File: src/rtl/inode_bitmap_allocator_unit_assert.svh
// Assertion macros used by the allocator top level.
// Expects clk_i and rst_ni in the scope of each use.
`ifndef INODE_BITMAP_ALLOCATOR_UNIT_ASSERT_SVH
`define INODE_BITMAP_ALLOCATOR_UNIT_ASSERT_SVH

// Same-cycle implication, checked out of reset.
`define IBA_ASSERT_NOW(lbl, ante, cons, msg) \
  lbl: assert property (@(posedge clk_i) disable iff (!rst_ni) (ante) |-> (cons)) \
    else $error(msg);

// Next-cycle implication, checked out of reset.
`define IBA_ASSERT_NEXT(lbl, ante, cons, msg) \
  lbl: assert property (@(posedge clk_i) disable iff (!rst_ni) (ante) |=> (cons)) \
    else $error(msg);

`endif

File: src/rtl/iba_pkg.sv
// Types, codes and constants for the bitmap slot allocator.
// Used by iba_ctrl, iba_dpath and inode_bitmap_allocator_unit; no dependencies.
package iba_pkg;

  localparam int unsigned MapWordsDefault = 32;
  localparam int unsigned WordBits        = 32;
  localparam int unsigned SlotW           = 10;
  localparam int unsigned CountW          = 11;
  localparam int unsigned BitPosW         = 5;
  localparam logic [WordBits-1:0] RootWord = 32'h8000_0000;

  typedef enum logic {
    OP_ALLOC = 1'b0,
    OP_FREE  = 1'b1
  } op_e;

  typedef enum logic [1:0] {
    ST_DONE     = 2'd0,
    ST_FULL     = 2'd1,
    ST_ROOT     = 2'd2,
    ST_NOT_USED = 2'd3
  } status_e;

  typedef enum logic [1:0] {
    S_IDLE   = 2'd0,
    S_LOOK   = 2'd1,
    S_MODIFY = 2'd2
  } ctrl_state_e;

  typedef struct packed {
    op_e              operation;
    logic [SlotW-1:0] slot_index;
  } req_t;

  typedef struct packed {
    status_e           status;
    logic [SlotW-1:0]  granted_index;
    logic [CountW-1:0] used_count;
    logic [CountW-1:0] free_count;
  } rsp_t;

  // Controller to datapath commands.
  typedef struct packed {
    logic capture;
    logic lookup;
    logic commit;
  } ctrl_cmd_t;

endpackage

File: src/rtl/inode_bitmap_allocator_unit.sv
// Top level of the bitmap first-fit slot allocator.
// Depends on iba_pkg, iba_ctrl, iba_dpath and inode_bitmap_allocator_unit_assert.svh.
//
// Usage:
//   Request channel: drive req_i and raise start; the transfer happens at the
//   rising edge where start is high and busy is low. operation OP_ALLOC takes
//   the lowest free slot, OP_FREE releases req_i.slot_index.
//   Result channel: done_o pulses for one cycle with res_o valid. The receiver
//   cannot stall it; sample it in that cycle.
//   A request passes through word lookup (word-full summary vector plus one
//   memory read) and the single-port write-back of the modified word; busy
//   stays high until then, so a new request is taken only after the last
//   one is through. A new request may be accepted in the same cycle that
//   done_o is shown.
//   Reset: asynchronous, active low. Slot 0 (the root) is used, all other
//   slots free, used count 1, free count MAP_WORDS*32-1 (11 bits). Bitmap
//   words are tracked by valid flops, so no clearing pass is needed.
//   Root slot frees are refused; freeing a free or out-of-range slot reports
//   ST_NOT_USED and changes nothing.
`include "inode_bitmap_allocator_unit_assert.svh"

module inode_bitmap_allocator_unit
  import iba_pkg::*;
#(
  parameter int unsigned MAP_WORDS = MapWordsDefault
) (
  input  logic clk_i,
  input  logic rst_ni,
  input  logic start,
  output logic busy,
  input  req_t req_i,
  output logic done_o,
  output rsp_t res_o
);

  localparam logic [CountW-1:0] TotalSlots = CountW'(MAP_WORDS * WordBits);

  ctrl_cmd_t cmd;

  // Sequence each request through lookup and write-back.
  iba_ctrl u_ctrl (
    .clk_i  (clk_i),
    .rst_ni (rst_ni),
    .start  (start),
    .busy   (busy),
    .cmd_o  (cmd),
    .done_o (done_o)
  );

  // Hold the bitmap, counters and result register.
  iba_dpath #(
    .MAP_WORDS (MAP_WORDS)
  ) u_dpath (
    .clk_i  (clk_i),
    .rst_ni (rst_ni),
    .cmd_i  (cmd),
    .req_i  (req_i),
    .rsp_o  (res_o)
  );

  `IBA_ASSERT_NEXT(a_accept_busy, start && !busy, busy, "accepted request did not raise busy")
  `IBA_ASSERT_NOW(a_done_idle, done_o, !busy, "result shown while still busy")
  `IBA_ASSERT_NOW(a_done_after_busy, done_o, $past(busy), "result without a request in flight")
  `IBA_ASSERT_NOW(a_count_sum, done_o, CountW'(res_o.used_count + res_o.free_count) == TotalSlots, "used plus free counts lost a slot")
  `IBA_ASSERT_NOW(a_grant_zero, done_o && res_o.status != ST_DONE, res_o.granted_index == '0, "granted index nonzero on a refused request")

endmodule

File: src/rtl/iba_ctrl.sv
// Sequencer of the allocator: idle, word lookup, read-modify-write.
// Depends on iba_pkg.
module iba_ctrl
  import iba_pkg::*;
(
  input  logic      clk_i,
  input  logic      rst_ni,
  input  logic      start,
  output logic      busy,
  output ctrl_cmd_t cmd_o,
  output logic      done_o
);

  ctrl_state_e state_q, state_d;
  logic        done_q;

  always_comb begin
    state_d = state_q;
    unique case (state_q)
      S_IDLE:   if (start) state_d = S_LOOK;
      S_LOOK:   state_d = S_MODIFY;
      S_MODIFY: state_d = S_IDLE;
      default:  state_d = S_IDLE;
    endcase
  end

  always_comb begin
    cmd_o = '0;
    busy  = 1'b1;
    unique case (state_q)
      S_IDLE: begin
        cmd_o.capture = start;
        busy          = 1'b0;
      end
      S_LOOK:   cmd_o.lookup = 1'b1;
      S_MODIFY: cmd_o.commit = 1'b1;
      default:  busy = 1'b1;
    endcase
  end

  always_ff @(posedge clk_i or negedge rst_ni) begin
    if (!rst_ni) begin
      state_q <= S_IDLE;
      done_q  <= 1'b0;
    end else begin
      state_q <= state_d;
      done_q  <= cmd_o.commit;
    end
  end

  assign done_o = done_q;

endmodule

File: src/rtl/iba_dpath.sv
// Datapath of the allocator: bitmap memory, word-full summary, counters, result register.
// Depends on iba_pkg; sequenced by iba_ctrl through ctrl_cmd_t.
module iba_dpath
  import iba_pkg::*;
#(
  parameter int unsigned MAP_WORDS = MapWordsDefault
) (
  input  logic      clk_i,
  input  logic      rst_ni,
  input  ctrl_cmd_t cmd_i,
  input  req_t      req_i,
  output rsp_t      rsp_o
);

  localparam int unsigned AW = (MAP_WORDS > 1) ? $clog2(MAP_WORDS) : 1;

  logic [WordBits-1:0]  mem [MAP_WORDS];
  logic [MAP_WORDS-1:0] vld_q;
  logic [MAP_WORDS-1:0] full_q;

  req_t                req_q;
  logic [AW-1:0]       look_addr, waddr_q;
  logic                look_hit, hit_q;
  logic [WordBits-1:0] rd_data_q;
  logic                rd_vld_q;
  logic [CountW-1:0]   used_q, used_d, free_q, free_d;
  rsp_t                rsp_q, rsp_d;

  logic [WordBits-1:0] word, new_word, free_mask, alloc_mask;
  logic [BitPosW-1:0]  alloc_pos;
  logic                wr_en;

  // Pick the first word with a clear bit, or the word named by a free request.
  always_comb begin
    look_hit  = 1'b0;
    look_addr = '0;
    for (int i = MAP_WORDS - 1; i >= 0; i--) begin
      if (!full_q[i]) begin
        look_hit  = 1'b1;
        look_addr = AW'(i);
      end
    end
    if (req_q.operation == OP_FREE) begin
      look_hit  = 32'(req_q.slot_index[SlotW-1:BitPosW]) < MAP_WORDS;
      look_addr = AW'(req_q.slot_index[SlotW-1:BitPosW]);
    end
  end

  always_ff @(posedge clk_i) begin
    if (cmd_i.capture) req_q <= req_i;
    if (cmd_i.lookup) begin
      rd_data_q <= mem[look_addr];
      waddr_q   <= look_addr;
      hit_q     <= look_hit;
    end
    if (wr_en) mem[waddr_q] <= new_word;
    if (cmd_i.commit) rsp_q <= rsp_d;
  end

  // Unwritten words read as their reset value.
  assign word = rd_vld_q ? rd_data_q : ((waddr_q == '0) ? RootWord : '0);

  always_comb begin
    alloc_pos = '0;
    for (int b = WordBits - 1; b >= 0; b--) begin
      if (!word[WordBits-1-b]) alloc_pos = BitPosW'(b);
    end
  end

  assign alloc_mask = RootWord >> alloc_pos;
  assign free_mask  = RootWord >> req_q.slot_index[BitPosW-1:0];

  always_comb begin
    rsp_d    = '0;
    new_word = word;
    wr_en    = 1'b0;
    used_d   = used_q;
    free_d   = free_q;
    if (req_q.operation == OP_ALLOC) begin
      if (!hit_q) begin
        rsp_d.status = ST_FULL;
      end else begin
        rsp_d.status        = ST_DONE;
        rsp_d.granted_index = SlotW'({waddr_q, alloc_pos});
        new_word            = word | alloc_mask;
        wr_en               = cmd_i.commit;
        used_d              = used_q + CountW'(1);
        free_d              = free_q - CountW'(1);
      end
    end else if (req_q.slot_index == '0) begin
      rsp_d.status = ST_ROOT;
    end else if (!hit_q || ((word & free_mask) == '0)) begin
      rsp_d.status = ST_NOT_USED;
    end else begin
      rsp_d.status = ST_DONE;
      new_word     = word & ~free_mask;
      wr_en        = cmd_i.commit;
      used_d       = used_q - CountW'(1);
      free_d       = free_q + CountW'(1);
    end
    rsp_d.used_count = used_d;
    rsp_d.free_count = free_d;
  end

  always_ff @(posedge clk_i or negedge rst_ni) begin
    if (!rst_ni) begin
      vld_q    <= '0;
      full_q   <= '0;
      rd_vld_q <= 1'b0;
      used_q   <= CountW'(1);
      free_q   <= CountW'(MAP_WORDS * WordBits - 1);
    end else begin
      if (cmd_i.lookup) rd_vld_q <= vld_q[look_addr];
      if (wr_en) begin
        vld_q[waddr_q]  <= 1'b1;
        full_q[waddr_q] <= (new_word == '1);
      end
      if (cmd_i.commit) begin
        used_q <= used_d;
        free_q <= free_d;
      end
    end
  end

  assign rsp_o = rsp_q;

endmodule

File: config.mk
export PLATFORM = sky130hd
export DESIGN_NAME = inode_bitmap_allocator_unit
export DESIGN_NICKNAME = d
export VERILOG_FILES = /design/src/rtl/iba_pkg.sv /design/src/rtl/inode_bitmap_allocator_unit.sv /design/src/rtl/iba_ctrl.sv /design/src/rtl/iba_dpath.sv
export VERILOG_INCLUDE_DIRS = /design/src /design/src/rtl
export SDC_FILE = /design/constraint.sdc
export NUM_CORES = 2
export LEC_CHECK = 0
export BUFFER_PORTS_ARGS = -buffer_cell sky130_fd_sc_hd__buf_2
export CAP_MARGIN = 20
export CORE_MARGIN = 3
export CORE_UTILIZATION = 57
export CTS_CLUSTER_DIAMETER = 150
export DETAILED_ROUTE_END_ITERATION = 6
export PLACE_DENSITY_LB_ADDON = 0.1
export SYNTH_ARGS = -nofsm -noshare
export SYNTH_HDL_FRONTEND = slang
export SYNTH_SLANG_ARGS = --single-unit
export TNS_END_PERCENT = 10
File: constraint.sdc
create_clock -name clk_i -period 5.55 [get_ports clk_i]
set_input_delay 1.11 -clock clk_i [delete_from_list [all_inputs] [get_ports clk_i]]
set_output_delay 1.11 -clock clk_i [all_outputs]
set_load 0.005 [all_outputs]
==> flow_summary.yaml <==
hold_path:
  hold_path_class: "in -> async"
timing:
  maxSlewHeadroom_pct: 25.9
  tns_ns: 0
  fin_skew_ns: 0.0328
  fin_hold_ws_ns: 0.449
  setup_viol: 0
  finalHoldViolCount: 0
  clock.fmax_mhz: 193
  drv_slew: 0
  layout_min_cycle_time_ns: 5.18
  grt_setup_unrepaired: "false"
  fin_crit_sh_pct: 93.3
  tightest_slew_ns: 1.11
synthesis:
  ys_types: 87
  netlist_area_sq_um: 50100
  yosysMostFrequentCell: "edfxtp_1"
  syn-num-nets: 3732
  synth_edf_count: 1107
  ys.flop_type: "edfxtp_1"
  postSynthCellCount: 3714
  synth-async-reset-ratio_pct: 7.52
  yosysTopAreaCell: "edfxtp_1"
  netlist.area_leader.share_pct: 66.3
  ys_seq_area_share_pct: 70.8
  ys_top_cells_by_count: "edfxtp_1 (1107), nand2_1 (636), a211oi_1 (389)"
  syn_avg_cell_area_sq_um: 13.5
  yosysWarnings: 0
  synth_area_leaders: "edfxtp_1 (66%), a211oi_1 (5.8%), nand2_1 (4.8%)"
  ys_ff_latch: 1197
global_route:
  grt.total_usage_pct: 33.4
  grt_pass1_wl_mm: 223
  grt_max_degree: 127
  antenna_found_initial: 5
  grt_pass1_vias: 32800
  overflow: 0
clock_network:
  cts.sink_count: 1197
  cts_setup_buffers: 0
  clkTransAtPathRegs_ns: 0.07
  cts_tree: "yes"
  htreeDepth: 3
  clk_path_buf_depth: 3
  postCtsHoldBufs: 0
  cts_resized: 0
  cts_made_buffers: 118
  cts_root_buf: "clkbuf_16"
  clock_latency_ns: 0.72
placed_design:
  place_area_sq_um: 52600
  dp_cells: 4781
  gp_congestion: 0.939
  hpwl_mm: 88.1
  numPortBuffers: 49
drt:
  drc: 0
  vias: 33900
  drtIter0Drc: 4177
  firstDrtPassIters: 6
  antenna_left: 0
  viasPerCell: 6.78
  wirelength_mm: 152
  wl_per_cell_um: 30.5
setup_path:
  endpoint_kind: "flip-flop"
  startpoint: "u_dpath.rd_vld_q$_DFFE_PN0N_"
  path_cells: "nand3_1 -> or3_1 -> a2111oi_4 -> nor3b_2 -> nand2_1 -> nor4_1 -> o22ai_1 -> nor4_4 -> nand4_4 -> o22ai_1"
  cp_common_cell: "o22ai_1"
  critical_path_required_ns: 6.14
  cp-start-kind: "flip-flop"
  arrival_ns: 5.76
  slowest_stage: "dfrtp_1"
  path_buf_inv: 0
  timing.rr.start: "u_dpath.rd_vld_q$_DFFE_PN0N_"
  cpLargestDelayFamily: "simple AND/OR/NAND/NOR gates"
  max_stage_delay_ns: 0.81
  critical_path_class: "reg -> reg"
  cp_max_fo: 32
layout:
  instances_no_fill: 5004
  area_growth_pct: 12.4
  fin_area_sq_um: 56400
  drive_above_1_share_pct: 14.2
  nets: 3766
  fillers: 6330
pwr:
  p_total_uw: 21700
  peakVddDrop_v: 0.000277
  p_leak_uw: 0.0192
  powerDensity_nw_per_um2: 386
die:
  start_util_pct: 57.6
  core_area_sq_um: 87000
  row_count: 108
  die-width_um: 303
  fp.dieH_um: 303
  die_area_sq_um: 91500
  ios: 50
flow_run:
  cap_violations: 0
run_status:
  outcome: "finished clean"
placed cells by master (no fill, tap or decap), drive strengths merged, types with 13 or more instances in the layout:
master / instances
clkbuf: 156
dfrtp: 79
inv: 55
buf: 212
o21ai: 30
edfxtp: 1107
a31oi: 143
nand3: 61
nor2: 38
a311oi: 132
nor3: 53
nand4: 14
a21oi: 31
and3: 266
or2: 56
a211oi: 389
xnor2: 24
o22ai: 45
mux2i: 13
nand2: 637
nor4: 47
xor2: 15
clkinv: 47
metrics by stage:
step                util [%]  setup WS (ns)
floorplan                  -          0.307
global placement        60.4        -0.0320
detailed placement      60.4          0.532
CTS                     64.8          0.474
global route            64.8          0.153
finish                  64.8          0.373
metal layers:
| layer | wire length, um | GRT usage, % | vias up |
|---|---|---|---|
| met1 | 60800 | 47.3 | 17200 |
| li1 | - | - | 14600 |
| met2 | 71100 | 51.7 | 1793 |
| met5 | 8 | 0 | - |
| met4 | 6080 | 13.1 | 2 |
| met3 | 14400 | 6.18 | 307 |
registers in the layout, indices dropped and copies added (netlist names):
register,count
u_dpath.vld_q,32
u_dpath.used_q,11
u_dpath.mem,1024
u_ctrl.done_o,1
u_dpath.free_q,11
u_ctrl.state_q,2
u_dpath.rd_data_q,32
u_dpath.rd_vld_q,1
u_dpath.req_q,11
u_dpath.hit_q,1
u_dpath.rsp_o,34
u_dpath.waddr_q,5
u_dpath.full_q,32
path summary, 6_finish.rpt:
kind	end	slack, ns	cells past startpoint
max	u_dpath.full_q[24]$_DFFE_PN0P_	0.37	10
min	u_dpath.free_q[10]$_DFFE_PN0P_	0.45	1
max reg2reg	u_dpath.full_q[24]$_DFFE_PN0P_	0.37	10
min reg2reg	u_dpath.vld_q[16]$_DFFE_PN0P_	0.47	1
max in group asynchronous	u_dpath.vld_q[12]$_DFFE_PN0P_	3.99	2
min in group clk_i	u_dpath.vld_q[16]$_DFFE_PN0P_	0.47	1
power by group:
group          internal (uW)  total [uW]  switching, uW
sequential             10800       11100            320
clock                   4460        7790           3330
combinational            764        2880           2110
total                  16000       21700           5760
layout make-up:
type / count / area, sq um / area share [%]
clock buffer: 155 / 3120 / 5.54
sequential: 1197 / 35500 / 63.0
multi-input combinational: 2167 / 13500 / 24.0
timing repair buffer: 213 / 1920 / 3.41
inverter: 51 / 199 / 0.353
antenna: 3 / 7.51 / 0.0133
clock inverter: 63 / 632 / 1.12
tap: 1155 / 1450 / 2.56
cells by family after synthesis:
group / count (synthesis) / synth area share (%)
simple gates: 1250 / 12.2
flops: 1197 / 70.8
compound gates: 857 / 13.1
buf+inv: 350 / 2.72
xor+xnor: 39 / 0.681
mux: 17 / 0.349
fa+ha+maj: 4 / 0.0998
(Power assumes the default switching activity.)
